[src/rtl/sfd_pkg.sv]
// ----------------------------------------------------------------------------
// Serial frame deframer package
// Shared constants, register indexes, frame positions and the result record.
// ----------------------------------------------------------------------------
`default_nettype none

package sfd_pkg;

  localparam int unsigned MAX_PAYLOAD = 256;
  localparam int unsigned HDR_BYTES   = 8;

  localparam int unsigned BYTE_W  = 8;
  localparam int unsigned POS_W   = 9;
  localparam int unsigned SEQ_W   = 16;
  localparam int unsigned LEN_W   = 9;
  localparam int unsigned CFG_IDX_W = 2;

  // Configuration register indexes.
  localparam logic [CFG_IDX_W-1:0] CFG_SYNC_FIRST  = 2'd0;
  localparam logic [CFG_IDX_W-1:0] CFG_SYNC_SECOND = 2'd1;
  localparam logic [CFG_IDX_W-1:0] CFG_EXP_VERSION = 2'd2;

  localparam logic [BYTE_W-1:0] SYNC_FIRST_RST  = 8'h55;
  localparam logic [BYTE_W-1:0] SYNC_SECOND_RST = 8'hAA;
  localparam logic [BYTE_W-1:0] EXP_VERSION_RST = 8'h00;

  // Byte positions within the frame header.
  localparam logic [POS_W-1:0] POS_HUNT   = 9'd0;
  localparam logic [POS_W-1:0] POS_SYNC2  = 9'd1;
  localparam logic [POS_W-1:0] POS_VER    = 9'd2;
  localparam logic [POS_W-1:0] POS_SEQ_HI = 9'd3;
  localparam logic [POS_W-1:0] POS_SEQ_LO = 9'd4;
  localparam logic [POS_W-1:0] POS_CMD    = 9'd5;
  localparam logic [POS_W-1:0] POS_LEN_HI = 9'd6;
  localparam logic [POS_W-1:0] POS_LEN_LO = 9'd7;

  typedef struct packed {
    logic [BYTE_W-1:0] payload_byte;
    logic [BYTE_W-1:0] payload_index;
    logic              is_end;
    logic              frame_ok;
    logic [SEQ_W-1:0]  seq_number;
    logic [BYTE_W-1:0] command;
    logic [LEN_W-1:0]  payload_length;
  } result_t;

endpackage : sfd_pkg

`default_nettype wire

[src/rtl/sfd_in_stage.sv]
// ----------------------------------------------------------------------------
// Deframer input stage
// Registers one received byte and holds it until the parser takes it.
// ----------------------------------------------------------------------------
`default_nettype none

module sfd_in_stage (
  input  wire logic                      clk,
  input  wire logic                      rst_n,
  input  wire logic                      in_valid,
  output      logic                      in_stall,
  input  wire logic [sfd_pkg::BYTE_W-1:0] in_rx_byte,
  output      logic                      hold_valid,
  output      logic [sfd_pkg::BYTE_W-1:0] hold_byte,
  input  wire logic                      hold_take
);
  import sfd_pkg::*;

  logic              valid_r, valid_nxt;
  logic [BYTE_W-1:0] byte_r;
  logic              load;

  // The register can be refilled in the same cycle its item is consumed.
  assign in_stall  = valid_r && !hold_take;
  assign load      = in_valid && !in_stall;
  assign valid_nxt = load || (valid_r && !hold_take);

  always_ff @(posedge clk) begin
    if (!rst_n) begin
      valid_r <= 1'b0;
    end else begin
      valid_r <= valid_nxt;
    end
  end

  always_ff @(posedge clk) begin
    if (load) begin
      byte_r <= in_rx_byte;
    end
  end

  assign hold_valid = valid_r;
  assign hold_byte  = byte_r;

endmodule : sfd_in_stage

`default_nettype wire

[src/rtl/sfd_parser.sv]
// ----------------------------------------------------------------------------
// Deframer frame parser
// Holds frame state and config; decodes one byte per cycle while res_free.
// ----------------------------------------------------------------------------
`default_nettype none

module sfd_parser (
  input  wire logic                         clk,
  input  wire logic                         rst_n,
  input  wire logic                         cfg_we,
  input  wire logic [sfd_pkg::CFG_IDX_W-1:0] cfg_index,
  input  wire logic [sfd_pkg::BYTE_W-1:0]    cfg_data,
  input  wire logic                         byte_valid,
  input  wire logic [sfd_pkg::BYTE_W-1:0]    byte_in,
  input  wire logic                         res_free,
  output      logic                         byte_take,
  output      logic                         res_load,
  output      sfd_pkg::result_t             res
);
  import sfd_pkg::*;

  localparam logic [POS_W-1:0]  HDR_POS   = POS_W'(HDR_BYTES);
  localparam logic [POS_W-1:0]  HDR_CHK   = POS_W'(HDR_BYTES + 1);
  localparam logic [SEQ_W-1:0]  MAX_LEN   = SEQ_W'(MAX_PAYLOAD);

  logic [BYTE_W-1:0] sync_first_r, sync_second_r, exp_version_r;

  logic [POS_W-1:0]  pos_r, pos_nxt;
  logic [POS_W-1:0]  total_r, total_nxt;
  logic [BYTE_W-1:0] sum_r, sum_nxt;
  logic [SEQ_W-1:0]  seq_r, seq_nxt;
  logic [BYTE_W-1:0] cmd_r, cmd_nxt;
  logic              vmatch_r, vmatch_nxt;

  logic [SEQ_W-1:0]  decl_len;
  logic              at_end;
  logic [BYTE_W-1:0] sum_add;
  logic              emit;

  assign byte_take = byte_valid && res_free;
  assign decl_len  = {total_r[BYTE_W-1:0], byte_in};
  assign at_end    = (total_r == '0) || ({1'b0, pos_r} + 10'd1 >= {1'b0, total_r});
  assign sum_add   = sum_r + byte_in;

  always_comb begin
    pos_nxt    = pos_r + 9'd1;
    total_nxt  = total_r;
    sum_nxt    = sum_add;
    seq_nxt    = seq_r;
    cmd_nxt    = cmd_r;
    vmatch_nxt = vmatch_r;
    emit       = 1'b0;

    res.payload_byte   = byte_in;
    res.payload_index  = BYTE_W'(pos_r - HDR_POS);
    res.is_end         = 1'b0;
    res.frame_ok       = 1'b0;
    res.seq_number     = seq_r;
    res.command        = cmd_r;
    res.payload_length = (total_r >= HDR_CHK) ? (total_r - HDR_CHK) : '0;

    case (pos_r)
      POS_HUNT: begin
        sum_nxt = byte_in;
        pos_nxt = (byte_in == sync_first_r) ? POS_SYNC2 : POS_HUNT;
      end
      POS_SYNC2: begin
        // The second-sync test wins; a stray first-sync byte restarts the frame.
        if (byte_in == sync_second_r) begin
          pos_nxt = POS_VER;
        end else if (byte_in == sync_first_r) begin
          sum_nxt = byte_in;
          pos_nxt = POS_SYNC2;
        end else begin
          sum_nxt   = sum_r;
          pos_nxt   = POS_HUNT;
          total_nxt = '0;
        end
      end
      POS_VER:    vmatch_nxt = (byte_in == exp_version_r);
      POS_SEQ_HI: seq_nxt    = {byte_in, 8'h00};
      POS_SEQ_LO: seq_nxt    = {seq_r[SEQ_W-1:BYTE_W], byte_in};
      POS_CMD:    cmd_nxt    = byte_in;
      POS_LEN_HI: total_nxt  = {1'b0, byte_in};
      POS_LEN_LO: begin
        if (decl_len > MAX_LEN) begin
          sum_nxt   = sum_r;
          pos_nxt   = POS_HUNT;
          total_nxt = '0;
        end else begin
          total_nxt = HDR_CHK + decl_len[LEN_W-1:0];
        end
      end
      default: begin
        emit = 1'b1;
        if (at_end) begin
          res.payload_byte  = '0;
          res.payload_index = '0;
          res.is_end        = 1'b1;
          res.frame_ok      = vmatch_r && (byte_in == sum_r);
          sum_nxt           = sum_r;
          pos_nxt           = POS_HUNT;
          total_nxt         = '0;
        end
      end
    endcase
  end

  assign res_load = byte_take && emit;

  always_ff @(posedge clk) begin
    if (!rst_n) begin
      sync_first_r  <= SYNC_FIRST_RST;
      sync_second_r <= SYNC_SECOND_RST;
      exp_version_r <= EXP_VERSION_RST;
    end else if (cfg_we) begin
      unique case (cfg_index)
        CFG_SYNC_FIRST:  sync_first_r  <= cfg_data;
        CFG_SYNC_SECOND: sync_second_r <= cfg_data;
        CFG_EXP_VERSION: exp_version_r <= cfg_data;
        default: ;
      endcase
    end
  end

  always_ff @(posedge clk) begin
    if (!rst_n) begin
      pos_r    <= POS_HUNT;
      total_r  <= '0;
      sum_r    <= '0;
      seq_r    <= '0;
      cmd_r    <= '0;
      vmatch_r <= 1'b0;
    end else if (byte_take) begin
      pos_r    <= pos_nxt;
      total_r  <= total_nxt;
      sum_r    <= sum_nxt;
      seq_r    <= seq_nxt;
      cmd_r    <= cmd_nxt;
      vmatch_r <= vmatch_nxt;
    end
  end

endmodule : sfd_parser

`default_nettype wire

[src/rtl/sfd_out_stage.sv]
// ----------------------------------------------------------------------------
// Deframer output stage
// Result register that holds one item until the downstream side takes it.
// ----------------------------------------------------------------------------
`default_nettype none

module sfd_out_stage (
  input  wire logic             clk,
  input  wire logic             rst_n,
  input  wire logic             res_load,
  input  wire sfd_pkg::result_t res,
  output      logic             res_free,
  output      logic             out_valid,
  input  wire logic             out_stall,
  output      sfd_pkg::result_t out_res
);
  import sfd_pkg::*;

  logic    valid_r, valid_nxt;
  result_t res_r;

  assign res_free  = !valid_r || !out_stall;
  assign valid_nxt = res_load || (valid_r && out_stall);

  always_ff @(posedge clk) begin
    if (!rst_n) begin
      valid_r <= 1'b0;
    end else begin
      valid_r <= valid_nxt;
    end
  end

  always_ff @(posedge clk) begin
    if (res_load) begin
      res_r <= res;
    end
  end

  assign out_valid = valid_r;
  assign out_res   = res_r;

endmodule : sfd_out_stage

`default_nettype wire

[src/rtl/serial_frame_deframer.sv]
// ----------------------------------------------------------------------------
// Serial frame deframer
// Results are registered in the output stage; header bytes and dropped frames
// give no result. Throughput: one byte per cycle while out_stall is low.
// The input register refills in the cycle the parser consumes its byte.
// Reset (synchronous, active low) restores the default sync and version
// registers and returns the parser to hunting for the first sync byte.
// ----------------------------------------------------------------------------
`default_nettype none

module serial_frame_deframer (
  input  wire logic                         clk,
  input  wire logic                         rst_n,
  input  wire logic                         cfg_we,
  input  wire logic [sfd_pkg::CFG_IDX_W-1:0] cfg_index,
  input  wire logic [sfd_pkg::BYTE_W-1:0]    cfg_data,
  input  wire logic                         in_valid,
  output      logic                         in_stall,
  input  wire logic [sfd_pkg::BYTE_W-1:0]    in_rx_byte,
  output      logic                         out_valid,
  input  wire logic                         out_stall,
  output      logic [sfd_pkg::BYTE_W-1:0]    out_payload_byte,
  output      logic [sfd_pkg::BYTE_W-1:0]    out_payload_index,
  output      logic                         out_is_end,
  output      logic                         out_frame_ok,
  output      logic [sfd_pkg::SEQ_W-1:0]     out_seq_number,
  output      logic [sfd_pkg::BYTE_W-1:0]    out_command,
  output      logic [sfd_pkg::LEN_W-1:0]     out_payload_length
);
  import sfd_pkg::*;

  logic              hold_valid;
  logic [BYTE_W-1:0] hold_byte;
  logic              byte_take;
  logic              res_free;
  logic              res_load;
  result_t           res;
  result_t           out_res;

  sfd_in_stage u_in (
    .clk        (clk),
    .rst_n      (rst_n),
    .in_valid   (in_valid),
    .in_stall   (in_stall),
    .in_rx_byte (in_rx_byte),
    .hold_valid (hold_valid),
    .hold_byte  (hold_byte),
    .hold_take  (byte_take)
  );

  sfd_parser u_parser (
    .clk        (clk),
    .rst_n      (rst_n),
    .cfg_we     (cfg_we),
    .cfg_index  (cfg_index),
    .cfg_data   (cfg_data),
    .byte_valid (hold_valid),
    .byte_in    (hold_byte),
    .res_free   (res_free),
    .byte_take  (byte_take),
    .res_load   (res_load),
    .res        (res)
  );

  sfd_out_stage u_out (
    .clk       (clk),
    .rst_n     (rst_n),
    .res_load  (res_load),
    .res       (res),
    .res_free  (res_free),
    .out_valid (out_valid),
    .out_stall (out_stall),
    .out_res   (out_res)
  );

  assign out_payload_byte   = out_res.payload_byte;
  assign out_payload_index  = out_res.payload_index;
  assign out_is_end         = out_res.is_end;
  assign out_frame_ok       = out_res.frame_ok;
  assign out_seq_number     = out_res.seq_number;
  assign out_command        = out_res.command;
  assign out_payload_length = out_res.payload_length;

endmodule : serial_frame_deframer

`default_nettype wire

[config.mk]
export PLATFORM = sky130hd
export DESIGN_NAME = serial_frame_deframer
export DESIGN_NICKNAME = d
export VERILOG_FILES = /design/src/rtl/sfd_pkg.sv /design/src/rtl/sfd_in_stage.sv /design/src/rtl/sfd_parser.sv /design/src/rtl/sfd_out_stage.sv /design/src/rtl/serial_frame_deframer.sv
export SDC_FILE = /design/constraint.sdc
export NUM_CORES = 1
export LEC_CHECK = 0
export BUFFER_PORTS_ARGS = -buffer_cell sky130_fd_sc_hd__buf_2
export CORE_UTILIZATION = 60
export CTS_BUF_LIST = sky130_fd_sc_hd__clkbuf_4
export DETAILED_ROUTE_END_ITERATION = 10
export PLACE_DENSITY = 0.85
export SLEW_MARGIN = 20
export SYNTH_ARGS = -nofsm -noshare
export SYNTH_HDL_FRONTEND = slang
export SYNTH_SLANG_ARGS = --single-unit
[constraint.sdc]
create_clock -name clk -period 4.85 [get_ports clk]
set_clock_uncertainty 0.1 [all_clocks]
set_input_delay 0.485 -clock clk [delete_from_list [all_inputs] [get_ports clk]]
set_output_delay 0.485 -clock clk [all_outputs]
set_load 0.01 [all_outputs]
==> Word-level counts from Yosys, hierarchy flattened <==
Index checks and enable logic that the tools add are counted.
{ "word_totals": {"reg_bits": 136, "in_bits": 23, "word_cells": 101} }
{ "classes": {"n_addsub": 6, "magnitude_cmp": 3, "n_eq_ne": 18, "muxes": 19, "n_bitwise": 3, "reduce_logical": 32} }
{ "op_table": {"columns": ["operator", "n"], "rows": [
  ["9-bit case mux with 4 select lines", 2],
  ["9-bit two-way mux", 7],
  ["9-bit by 3-bit equality test with 1-bit output (second input constant)", 4],
  ["18-bit two-way mux", 2],
  ["8-bit equality test", 4],
  ["8-bit two-way mux", 4],
  ["16-bit case mux with 2 select lines", 1],
  ["8-bit case mux with 4 select lines", 1],
  ["9-bit by 2-bit equality test with 1-bit output (second input constant)", 2],
  ["9-bit logical NOT", 2],
  ["16-bit by 9-bit > comparator with 1-bit output (second input constant)", 1],
  ["2-bit AND reduction", 6],
  ["9-bit by 1-bit adder with 10-bit output (second input constant)", 1],
  ["10-bit by 9-bit greater-or-equal comparator with 1-bit output", 1],
  ["5-bit OR reduction", 2],
  ["4-bit by 9-bit adder with 9-bit output (first input constant)", 1],
  ["9-bit by 1-bit adder with 9-bit output (second input constant)", 1],
  ["9-bit by 1-bit equality test with 1-bit output (second input constant)", 1],
  ["9-bit by 4-bit greater-or-equal comparator with 1-bit output (second input constant)", 1],
  ["9-bit OR reduction", 1],
  ["9-bit by 4-bit subtractor with 9-bit output (second input constant)", 1],
  ["8-bit adder", 1],
  ["8-bit OR reduction", 1],
  ["8-bit by 4-bit subtractor with 8-bit output (second input constant)", 1],
  ["other kinds (16)", 32]
]} }

==> Depth between registers and ports, before layout <==
Gate-level depths: netlist (run 1).
{ "logic_depth": {"ltp_word": 8, "ltp_mapped": 14} }

==> By module <==
From an unflattened synthesis (run 1), not the netlist that was laid out.
{ "hier_totals": {"cells_unflattened": 666, "area_unflattened_um2": 6590.1} }
{ "by_module_without_submodules": {"columns": ["module", "n_inst", "cells_per_inst", "area_each_um2", "seq_area_each_um2"], "rows": [
  ["sfd_parser", 1, 599, 4735.8, 1501.4],
  ["sfd_out_stage", 1, 55, 1566.5, 1551.5],
  ["sfd_in_stage", 1, 12, 287.8, 260.2]
]} }

==> Worst setup path after synthesis (run 1) <==
Ideal clock, no wire load.
{ "synth_path": {"path_kind": "register -> register", "from": "register u_parser.pos_r[1]", "to": "register u_parser.pos_r[5]", "arrival_ns": 3.755, "t_required_ns": 4.617, "path_slack_ns": 0.862, "path_stages_with_launch": 10, "path_buffers": 1, "synth_period_minus_slack_ns": 3.988, "cell_sequence": "dfxtp_1 -> inv_1 -> ha_1 -> clkbuf_1 -> nor2_1 -> a211oi_1 -> nor2_1 -> a21oi_1 -> o21ai_0 -> o41ai_1"} }
{ "synth_via": {"elab_chain_len": 5, "word_cells_on_any_way": 16, "classes_between": "2 x add/sub; 1 x order compare; 7 x eq/ne; 3 x mux; 3 x reduce/logical"} }
{ "synth_lines": {"columns": ["item", "line_no", "rtl"], "rows": [
  ["from (decl)", "sfd_parser.sv:28", "logic [POS_W-1:0] pos_r, pos_nxt;"],
  ["from (signal assigned)", "sfd_parser.sv:135", "pos_r <= pos_nxt;"],
  ["9-bit by 1-bit adder with 10-bit output", "sfd_parser.sv:42", "assign at_end = (total_r == '0) || ({1'b0, pos_r} + 10'd1 >= {1'b0, total_r});"],
  ["10-bit by 9-bit greater-or-equal comparator with 1-bit output", "sfd_parser.sv:42", null],
  ["1-bit logical OR", "sfd_parser.sv:42", null],
  ["9-bit two-way mux", "sfd_parser.sv:96", "if (at_end) begin"],
  ["9-bit case mux with 4 select lines *", "sfd_parser.sv:62", "case (pos_r)"]
]} }
Mark *: on every way between the ends. The rest lies on a longest branch, timed or not.
A chain may end at the register's enable or synchronous reset.

==> Worst setup path in the final report (run 1) <==
{ "layout_path": {"from": "register u_parser.pos_r[2]", "to": "register u_parser.sum_r[7]"} }
{ "layout_via": {"elab_chain_len": 5, "word_cells_on_any_way": 17, "classes_between": "1 x add/sub; 1 x order compare; 10 x eq/ne; 1 x mux; 4 x reduce/logical"} }
{ "layout_lines": {"columns": ["item", "line_no", "rtl"], "rows": [
  ["9-bit by 1-bit adder with 10-bit output", "sfd_parser.sv:42", null],
  ["10-bit by 9-bit greater-or-equal comparator with 1-bit output", "sfd_parser.sv:42", null],
  ["1-bit logical OR", "sfd_parser.sv:42", null],
  ["5-bit inequality test (no line)", null, null],
  ["4-bit AND reduction (no line)", null, null],
  ["to (signal assigned)", "sfd_parser.sv:137", "sum_r <= sum_nxt;"],
  ["to (decl)", "sfd_parser.sv:30", "logic [BYTE_W-1:0] sum_r, sum_nxt;"]
]} }
Parallel ways exist; a longest one is shown, timed or not.

==> results of run 1 <==
-- per-stage QoR --
| stage | worst slack, ns | area (µm²) | hold WS (ns) | power [mW] |
|---|---|---|---|---|
| 4_1_cts | 0.773 | 7400 | 0.0306 | 2.12 |
| 6_report | 0.663 | 7410 | 0.0644 | 2.11 |
| 5_1_grt | 0.458 | 7410 | 0.0441 | 2.18 |
| 3_3_place_gp | 1.06 | 7040 | 0.317 | 1.37 |
| 2_1_floorplan | 0.862 | 6620 | 0.308 | 1.34 |
| 3_5_place_dp | 0.841 | 7040 | 0.314 | 1.38 |
-- per-layer routing --
layer / wire, µm / track usage [%] / vias up
li1: - / - / 2408
met1: 6190 / 33.3 / 2399
met2: 6790 / 42.4 / 204
met3: 843 / 4.26 / 27
met4: 283 / 11.1 / 0
met5: 0 / 0 / -
-- kinds of logic after synthesis --
kind of cell / Yosys count / share of synthesized area [%]
simple gates: 236 / 19.0
flops: 136 / 50.0
compound gates: 100 / 10.9
buf+inv: 59 / 3.51
xor+xnor: 46 / 6.08
mux: 32 / 4.84
fa+ha+maj: 29 / 5.59
-- cell usage after synthesis (all sizes together), types with 3 or more instances --
master  instances  area [µm²]
nand2          49         184
a21boi         10        75.1
nor3b           4        35.0
or3             6        37.5
o21bai          3        22.5
o211ai          3        22.5
nand3b          4        30.0
nand2b          8        50.1
a31oi           5        31.3
nor4           13        81.3
a22oi           9        67.6
clkbuf         27         103
edfxtp         59        1770
and4            3        26.3
dfxtp          77        1540
xnor2          22         193
and3           16         100
nor2b          38         238
nor2           41         156
nor3            9        45.0
xor2           24         210
a221oi          4        35.0
o21ai          16        83.8
a21oi          17        88.8
a221o           7        70.1
and2           11        68.8
mux2i          32         320
buf            11        51.3
inv            21        78.8
ha             28         350
a211oi         11        92.6
a21o            4        30.0
nand3          18        90.1
nand4           8        50.1
-- critical path, stage by stage, from the launching register on --
cell and delay (ns):
sky130_fd_sc_hd__dfxtp_1 0.68, sky130_fd_sc_hd__nand3_1 0.29, sky130_fd_sc_hd__nor2_1 0.33, sky130_fd_sc_hd__nand3_1 0.14, sky130_fd_sc_hd__xnor2_1 0.22, sky130_fd_sc_hd__ha_1 0.28
sky130_fd_sc_hd__a221oi_1 0.45, sky130_fd_sc_hd__nand3b_1 0.15, sky130_fd_sc_hd__o21ai_2 0.43, sky130_fd_sc_hd__o2111ai_2 0.46, sky130_fd_sc_hd__a221o_1 0.39, sky130_fd_sc_hd__and3_1 0.17
-- worst max path at each step --
stage                      start           endpoint  slack (ns)
2_1_floorplan  u_parser.pos_r[1]  u_parser.pos_r[5]        0.86
3_5_place_dp   u_parser.pos_r[2]  u_parser.sum_r[7]        0.84
4_1_cts        u_parser.pos_r[2]  u_parser.sum_r[7]        0.77
5_1_grt        u_parser.pos_r[2]  u_parser.sum_r[2]        0.46
6_report       u_parser.pos_r[2]  u_parser.sum_r[7]        0.66
3_3_place_gp   u_parser.pos_r[2]  u_parser.sum_r[3]        1.06
-- state kept, by name, summed over array words and instances, names as in the netlist --
| name | cells |
|---|---|
| u_parser.sum_r | 8 |
| u_parser.seq_r | 16 |
| u_parser.sync_second_r | 8 |
| u_out.out_valid | 1 |
| u_parser.total_r | 9 |
| u_in.hold_byte | 8 |
| u_in.hold_valid | 1 |
| u_out.out_res | 51 |
| u_parser.exp_version_r | 8 |
| u_parser.sync_first_r | 8 |
| u_parser.cmd_r | 8 |
| u_parser.pos_r | 9 |
| u_parser.vmatch_r | 1 |
-- power breakdown --
group,leakage [nW],switching [mW],total (mW),internal [mW]
clock network,0.157,0.468,0.745,0.277
logic,1.66,0.0650,0.129,0.0644
registers,1.13,0.0290,1.23,1.20
-- cells in the final DEF (no fill, tap or decap), types with 17 or more instances in the layout --
master / synthesis / layout
sky130_fd_sc_hd__dfxtp_1: 77 / 77
sky130_fd_sc_hd__buf_2: 8 / 75
sky130_fd_sc_hd__edfxtp_1: 59 / 59
sky130_fd_sc_hd__clkbuf_4: 0 / 17
sky130_fd_sc_hd__mux2i_1: 32 / 32
sky130_fd_sc_hd__nor2b_1: 38 / 38
sky130_fd_sc_hd__nand3_1: 18 / 18
sky130_fd_sc_hd__inv_1: 20 / 20
sky130_fd_sc_hd__xnor2_1: 22 / 22
sky130_fd_sc_hd__nor2_1: 40 / 39
sky130_fd_sc_hd__ha_1: 28 / 28
sky130_fd_sc_hd__xor2_1: 24 / 24
sky130_fd_sc_hd__nand2_1: 49 / 49
-- area by class of cell --
class | instances | area [µm²]
repair buffers | 85 | 470
well taps | 136 | 170
clock inverters | 15 | 158
inverters | 21 | 78.8
clock buffers | 17 | 128
multi-input cells | 443 | 3090
fillers | 761 | 3100
flip-flops and latches | 136 | 3310
-- repair_timing --
item | CTS | global route
hold buffers | 8 | 0
endpoints found under the hold margin | 8 | 0
setup buffers | 0 | 0
==> load_flow_metrics.sql, run 1 <==
INSERT INTO impl_metrics (metric_group, metric, value, unit) VALUES
('setup_path', 'reg2reg_from', 'u_parser.pos_r[2]', ''),
('sta', 'setup_total_negative_slack', '0', 'ns'),
('drt', 'detailedRoute.firstPassIterationCount', '6', ''),
('floorplanning', 'fp.dieH', '107', 'µm'),
('global_route', 'grt_first_pass_wirelength', '22.7', 'mm'),
('clocking', 'clock_tree_from_tritoncts', 'done', ''),
('synth', 'postSynth.topFlopCell', 'sky130_fd_sc_hd__dfxtp_1', ''),
('setup_path', 'worst-r2r-setup-slack', '0.66', 'ns'),
('synth', 'synthesis.yosys.warnings', '0', ''),
('drt', 'antenna_violating_nets_post_route', '0', ''),
('clocking', 'cts_sinks', '136', ''),
('setup_path', 'crit_path_start_kind', 'flop', ''),
('synth', 'number_of_enable_flip_flop_cells_after_synthesis', '59', ''),
('clocking', 'htreeDepth', '4', ''),
('final_layout', 'final_core_util', '70.5', '%'),
('drt', 'dr_total_vias', '5038', ''),
('drt', 'post_drt_via_cell_ratio', '5.91', ''),
('run', 'maxCapViolations', '0', ''),
('synth', 'postSynth.asyncResetShare', '0', '%'),
('drt', 'detail_route.wirelength', '14.1', 'mm'),
('worst_hold_path', 'min-delay-start', 'in_valid', ''),
('final_layout', 'post_layout_nonfiller_instances', '853', ''),
('clocking', 'resize_count_post_cts', '0', ''),
('setup_path', 'critical_path_required', '5.19', 'ns'),
('global_route', 'grt_pass1_vias', '4742', ''),
('floorplanning', 'ioPinCount', '76', ''),
('setup_path', 'timing_worst_setup_path_type', 'reg2reg', ''),
('final_layout', 'diodes', '0', ''),
('clocking', 'cts_inserted_buffers', '17', ''),
('drt', 'drc', '0', ''),
('synth', 'ys_seq_elements', '136', ''),
('synth', 'seq_area_frac_synth', '50.0', '%'),
('sta', 'timing.fmax', '239', 'MHz'),
('clocking', 'insertion_delay', '0.55', 'ns'),
('synth', 'synth_nets', '690', ''),
('global_route', 'gr-total-overflow', '0', ''),
('setup_path', 'depth_of_the_worst_register_to_register_path', '11', ''),
('synth', 'postSynthAreaPerCell', '10.4', 'µm²'),
('setup_path', 'critical_path.endpoint_type', 'flop', ''),
('sta', 'finalCriticalPeriod', '4.19', 'ns'),
('sta', 'finalMaxSlewViolations', '0', ''),
('setup_path', 'worst_ep_arrival_time', '4.53', 'ns'),
('setup_path', 'critPathMaxFanout', '17', ''),
('global_route', 'initial_antenna_violation_count', '0', ''),
('sta', 'worst_pin_slew', '1.06', 'ns'),
('clocking', 'ctsLongestPathBuffers', '2', ''),
('drt', 'drt_iter0_drc', '523', ''),
('clocking', 'root_buffer', 'sky130_fd_sc_hd__clkbuf_4', ''),
('worst_hold_path', 'holdPathStages', '2', ''),
('worst_hold_path', 'hp-class', 'in2reg', ''),
('placed_design', 'placedCellCount', '813', ''),
('pwr', 'peakVddDrop', '0.219', 'mV'),
('synth', 'synth.cell_area', '0.00662', 'mm²'),
('sta', 'rsz0062_at_grt', 'no', ''),
('final_layout', 'layout-area-overhead-vs-synth', '11.9', '%'),
('floorplanning', 'die_width', '107', 'µm'),
('pwr', 'static_leakage', '2.95', 'nW'),
('setup_path', 'crit-reg2reg-capture', 'u_parser.sum_r[7]', ''),
('status', 'status', 'finished clean', ''),
('final_layout', 'layout-drive-gt1-share', '16.9', '%'),
('sta', 'setup_violations', '0', ''),
('floorplanning', 'coreArea', '0.0105', 'mm²'),
('sta', 'timing_hold_violations_final', '0', ''),
('floorplanning', 'num_rows', '37', ''),
('placed_design', 'place.gp.congestion', '0.942', ''),
('clocking', 'clk_pin_slew', '0.13', 'ns'),
('pwr', 'power_per_cell_area', '284', 'mW/mm²'),
('final_layout', 'nets', '756', ''),
('sta', 'max-slew-margin-rel', '29.6', '%'),
('drt', 'detail_route.wl_per_cell', '16.5', 'µm'),
('placed_design', 'placement.io_buffers', '75', ''),
('sta', 'final_worst_path_cycle_share', '86.3', '%'),
('global_route', 'pin_count_of_the_biggest_net_entering_global_routing', '71', ''),
('floorplanning', 'initial_utilization', '63.0', '%'),
('synth', 'synth.distinct_cells', '60', ''),
('worst_hold_path', 'worst_hold_path.endpoint', 'u_in.hold_valid', ''),
('synth', 'synthesis.instances', '638', ''),
('floorplanning', 'fp.dieArea', '0.0115', 'mm²'),
('global_route', 'groute.usage.overall', '25.6', '%'),
('placed_design', 'post-dp-hpwl', '9.83', 'mm');
No activity file was read; power rests on OpenSTA's default activity.
==> run 2, diff against run 1 <==
==> constraint.sdc (replaced) <==
create_clock -name clk -period 3.9 [get_ports clk]
set_clock_uncertainty 0.1 [all_clocks]
set_input_delay 0.39 -clock clk [delete_from_list [all_inputs] [get_ports clk]]
set_output_delay 0.39 -clock clk [all_outputs]
set_load 0.01 [all_outputs]
==> run 2 against run 1 <==
Net effect: via count rose by 3.5%; clock power rose by 36%; non-clock buffer count rose by 16; design area rose by 2.7%; sequential cell count did not move; wire length rose by 7.0%; combinational power rose by 36%; cell count rose by 1.9%; worst setup slack got worse by 0.37 ns; sequential power rose by 24%; highest routed layer unchanged.
==> load_flow_metrics.sql, run 2 (synthesized netlist as in run 1, its figures left out) <==
INSERT INTO impl_metrics (metric_group, metric, value, unit) VALUES
('clocking', 'cts_inserted_buffers', '17', ''),
('setup_path', 'critical_path_required', '4.22', 'ns'),
('final_layout', 'fin_area', '0.00761', 'mm²'),
('final_layout', 'layout-drive-gt1-share', '18.3', '%'),
('clocking', 'cts_sinks', '136', ''),
('placed_design', 'place.gp.congestion', '0.930', ''),
('clocking', 'ctsLongestPathBuffers', '2', ''),
('drt', 'detail_route.wl_per_cell', '17.4', 'µm'),
('sta', 'setup_total_negative_slack', '0', 'ns'),
('pwr', 'power_per_cell_area', '357', 'mW/mm²'),
('floorplanning', 'fp.dieArea', '0.0115', 'mm²'),
('pwr', 'peakVddDrop', '0.247', 'mV'),
('sta', 'timing.fmax', '277', 'MHz'),
('worst_hold_path', 'hp-class', 'in2reg', ''),
('sta', 'finalCriticalPeriod', '3.61', 'ns'),
('sta', 'worst_pin_slew', '0.749', 'ns'),
('setup_path', 'critPathMaxFanout', '15', ''),
('final_layout', 'diodes', '0', ''),
('drt', 'detail_route.wirelength', '15.1', 'mm'),
('floorplanning', 'num_rows', '37', ''),
('floorplanning', 'die_width', '107', 'µm'),
('floorplanning', 'coreArea', '0.0105', 'mm²'),
('clocking', 'clk_pin_slew', '0.12', 'ns'),
('placed_design', 'post-dp-hpwl', '10.2', 'mm'),
('floorplanning', 'fp.dieH', '107', 'µm'),
('pwr', 'power.share.sequential', '56.4', '%'),
('drt', 'post_drt_via_cell_ratio', '6.00', ''),
('clocking', 'htreeDepth', '4', ''),
('setup_path', 'critical_path.endpoint_type', 'flop', ''),
('sta', 'final_worst_path_cycle_share', '92.6', '%'),
('global_route', 'gr-total-overflow', '0', ''),
('clocking', 'clock_tree_from_tritoncts', 'done', ''),
('final_layout', 'most-common-layout-cells', 'sky130_fd_sc_hd__buf_2, sky130_fd_sc_hd__dfxtp_1, sky130_fd_sc_hd__edfxtp_1, sky130_fd_sc_hd__nand2_1, sky130_fd_sc_hd__nor2b_1', ''),
('sta', 'setup_violations', '0', ''),
('final_layout', 'area.sequential', '0.00332', 'mm²'),
('drt', 'drt_iter0_drc', '493', ''),
('final_layout', 'nets', '772', ''),
('placed_design', 'placedCellCount', '820', ''),
('clocking', 'root_buffer', 'sky130_fd_sc_hd__clkbuf_4', ''),
('pwr', 'share_of_total_power_in_the_clock_network', '37.1', '%'),
('global_route', 'initial_antenna_violation_count', '0', ''),
('pwr', 'switching_power_share_of_the_total', '24.4', '%'),
('sta', 'rsz0062_at_grt', 'no', ''),
('final_layout', 'fill_cells', '731', ''),
('placed_design', 'placement.io_buffers', '75', ''),
('sta', 'timing_hold_violations_final', '0', ''),
('status', 'status', 'finished clean', ''),
('drt', 'dr_total_vias', '5216', ''),
('sta', 'max-slew-margin-rel', '50.0', '%'),
('setup_path', 'timing_worst_setup_path_type', 'reg2reg', ''),
('final_layout', 'post_layout_nonfiller_instances', '869', ''),
('pwr', 'static_leakage', '3.04', 'nW'),
('run', 'maxCapViolations', '0', ''),
('pwr', 'pwr-share-comb', '6.5', '%'),
('drt', 'detailedRoute.firstPassIterationCount', '6', ''),
('floorplanning', 'initial_utilization', '63.0', '%'),
('global_route', 'groute.usage.overall', '27.8', '%'),
('pwr', 'internal-power', '2.05', 'mW'),
('final_layout', 'largest_register_ffs', '51', ''),
('global_route', 'grt_pass1_vias', '5070', ''),
('final_layout', 'multi_input_gate_area_in_the_final_layout', '0.00312', 'mm²'),
('global_route', 'pin_count_of_the_biggest_net_entering_global_routing', '54', ''),
('sta', 'finalMaxSlewViolations', '0', ''),
('setup_path', 'worst_ep_arrival_time', '3.94', 'ns'),
('drt', 'antenna_violating_nets_post_route', '0', ''),
('global_route', 'grt_first_pass_wirelength', '24.3', 'mm'),
('placed_design', 'dpl_cell_area', '0.00709', 'mm²'),
('drt', 'drc', '0', ''),
('floorplanning', 'ioPinCount', '76', ''),
('clocking', 'insertion_delay', '0.55', 'ns'),
('setup_path', 'crit_path_start_kind', 'flop', ''),
('pwr', 'p_sw', '662', 'µW'),
('clocking', 'post_cts_buffers', '0', ''),
('final_layout', 'layout-area-overhead-vs-synth', '14.9', '%');
-- run 2: timing repair --
item	CTS	global route
hold buffers	17	0
endpoints found under the setup margin	0	17
gates resized for setup	0	7
hold endpoints to repair	20	0
-- run 2: per-stage QoR --
stage	total power, mW	worst slack (ns)	util, %	hold WS (ns)
2_1_floorplan	1.67	0.619	-	0.308
3_3_place_gp	1.71	0.334	67.4	0.315
3_5_place_dp	1.72	0.0753	67.4	0.318
4_1_cts	2.72	0.0474	72.0	0.0828
5_1_grt	2.80	0.0311	72.4	0.112
6_report	2.71	0.289	72.4	0.116
-- run 2: critical path: stages, from the launching register on --
cell	delay, ns
sky130_fd_sc_hd__dfxtp_1	0.50
sky130_fd_sc_hd__ha_1	0.21
sky130_fd_sc_hd__nand3_1	0.18
sky130_fd_sc_hd__nor2_2	0.25
sky130_fd_sc_hd__nand3_1	0.14
sky130_fd_sc_hd__xnor2_1	0.23
sky130_fd_sc_hd__ha_1	0.30
sky130_fd_sc_hd__a221oi_2	0.34
sky130_fd_sc_hd__nand3b_1	0.17
sky130_fd_sc_hd__o21ai_4	0.25
sky130_fd_sc_hd__inv_2	0.19
sky130_fd_sc_hd__nor2_1	0.21
sky130_fd_sc_hd__nand2_1	0.12
sky130_fd_sc_hd__o41ai_1	0.29
-- run 2: worst paths after layout --
path	start	to	slack [ns]	cells past startpoint
max	u_parser.pos_r[1]	u_parser.pos_r[5]	0.29	13
min	out_stall	u_out.out_valid	0.12	4
max reg2reg	u_parser.pos_r[1]	u_parser.pos_r[5]	0.29	13
min reg2reg	u_parser.seq_r[14]	u_out.out_res[31]	0.34	0
-- run 2: area by class of cell --
type                            instances  share of cell area (%)
Clock buffer                           19                    1.87
Timing Repair Buffer                  101                    8.06
Multi-Input combinational cell        443                    41.0
Inverter                               21                    1.04
Sequential cell                       136                    43.6
Clock inverter                         13                    2.24
Tap cell                              136                    2.24
-- run 2: power groups by stage --
stage | clock network [mW] | logic, mW | registers [mW]
global route | 1.08 | 0.192 | 1.53
finish | 1.01 | 0.176 | 1.53
floorplan | 0 | 0.128 | 1.54
detailed placement | 0 | 0.160 | 1.56
global placement | 0 | 0.150 | 1.56
CTS | 1.02 | 0.173 | 1.53
-- run 2: routing by layer --
| layer | up-vias | routed length [µm] | global-route usage (%) |
|---|---|---|---|
| met1 | 2456 | 6140 | 33.2 |
| li1 | 2454 | - | - |
| met5 | - | 0 | 0 |
| met4 | 0 | 376 | 12.4 |
| met2 | 257 | 7540 | 47.5 |
| met3 | 49 | 1050 | 6.63 |
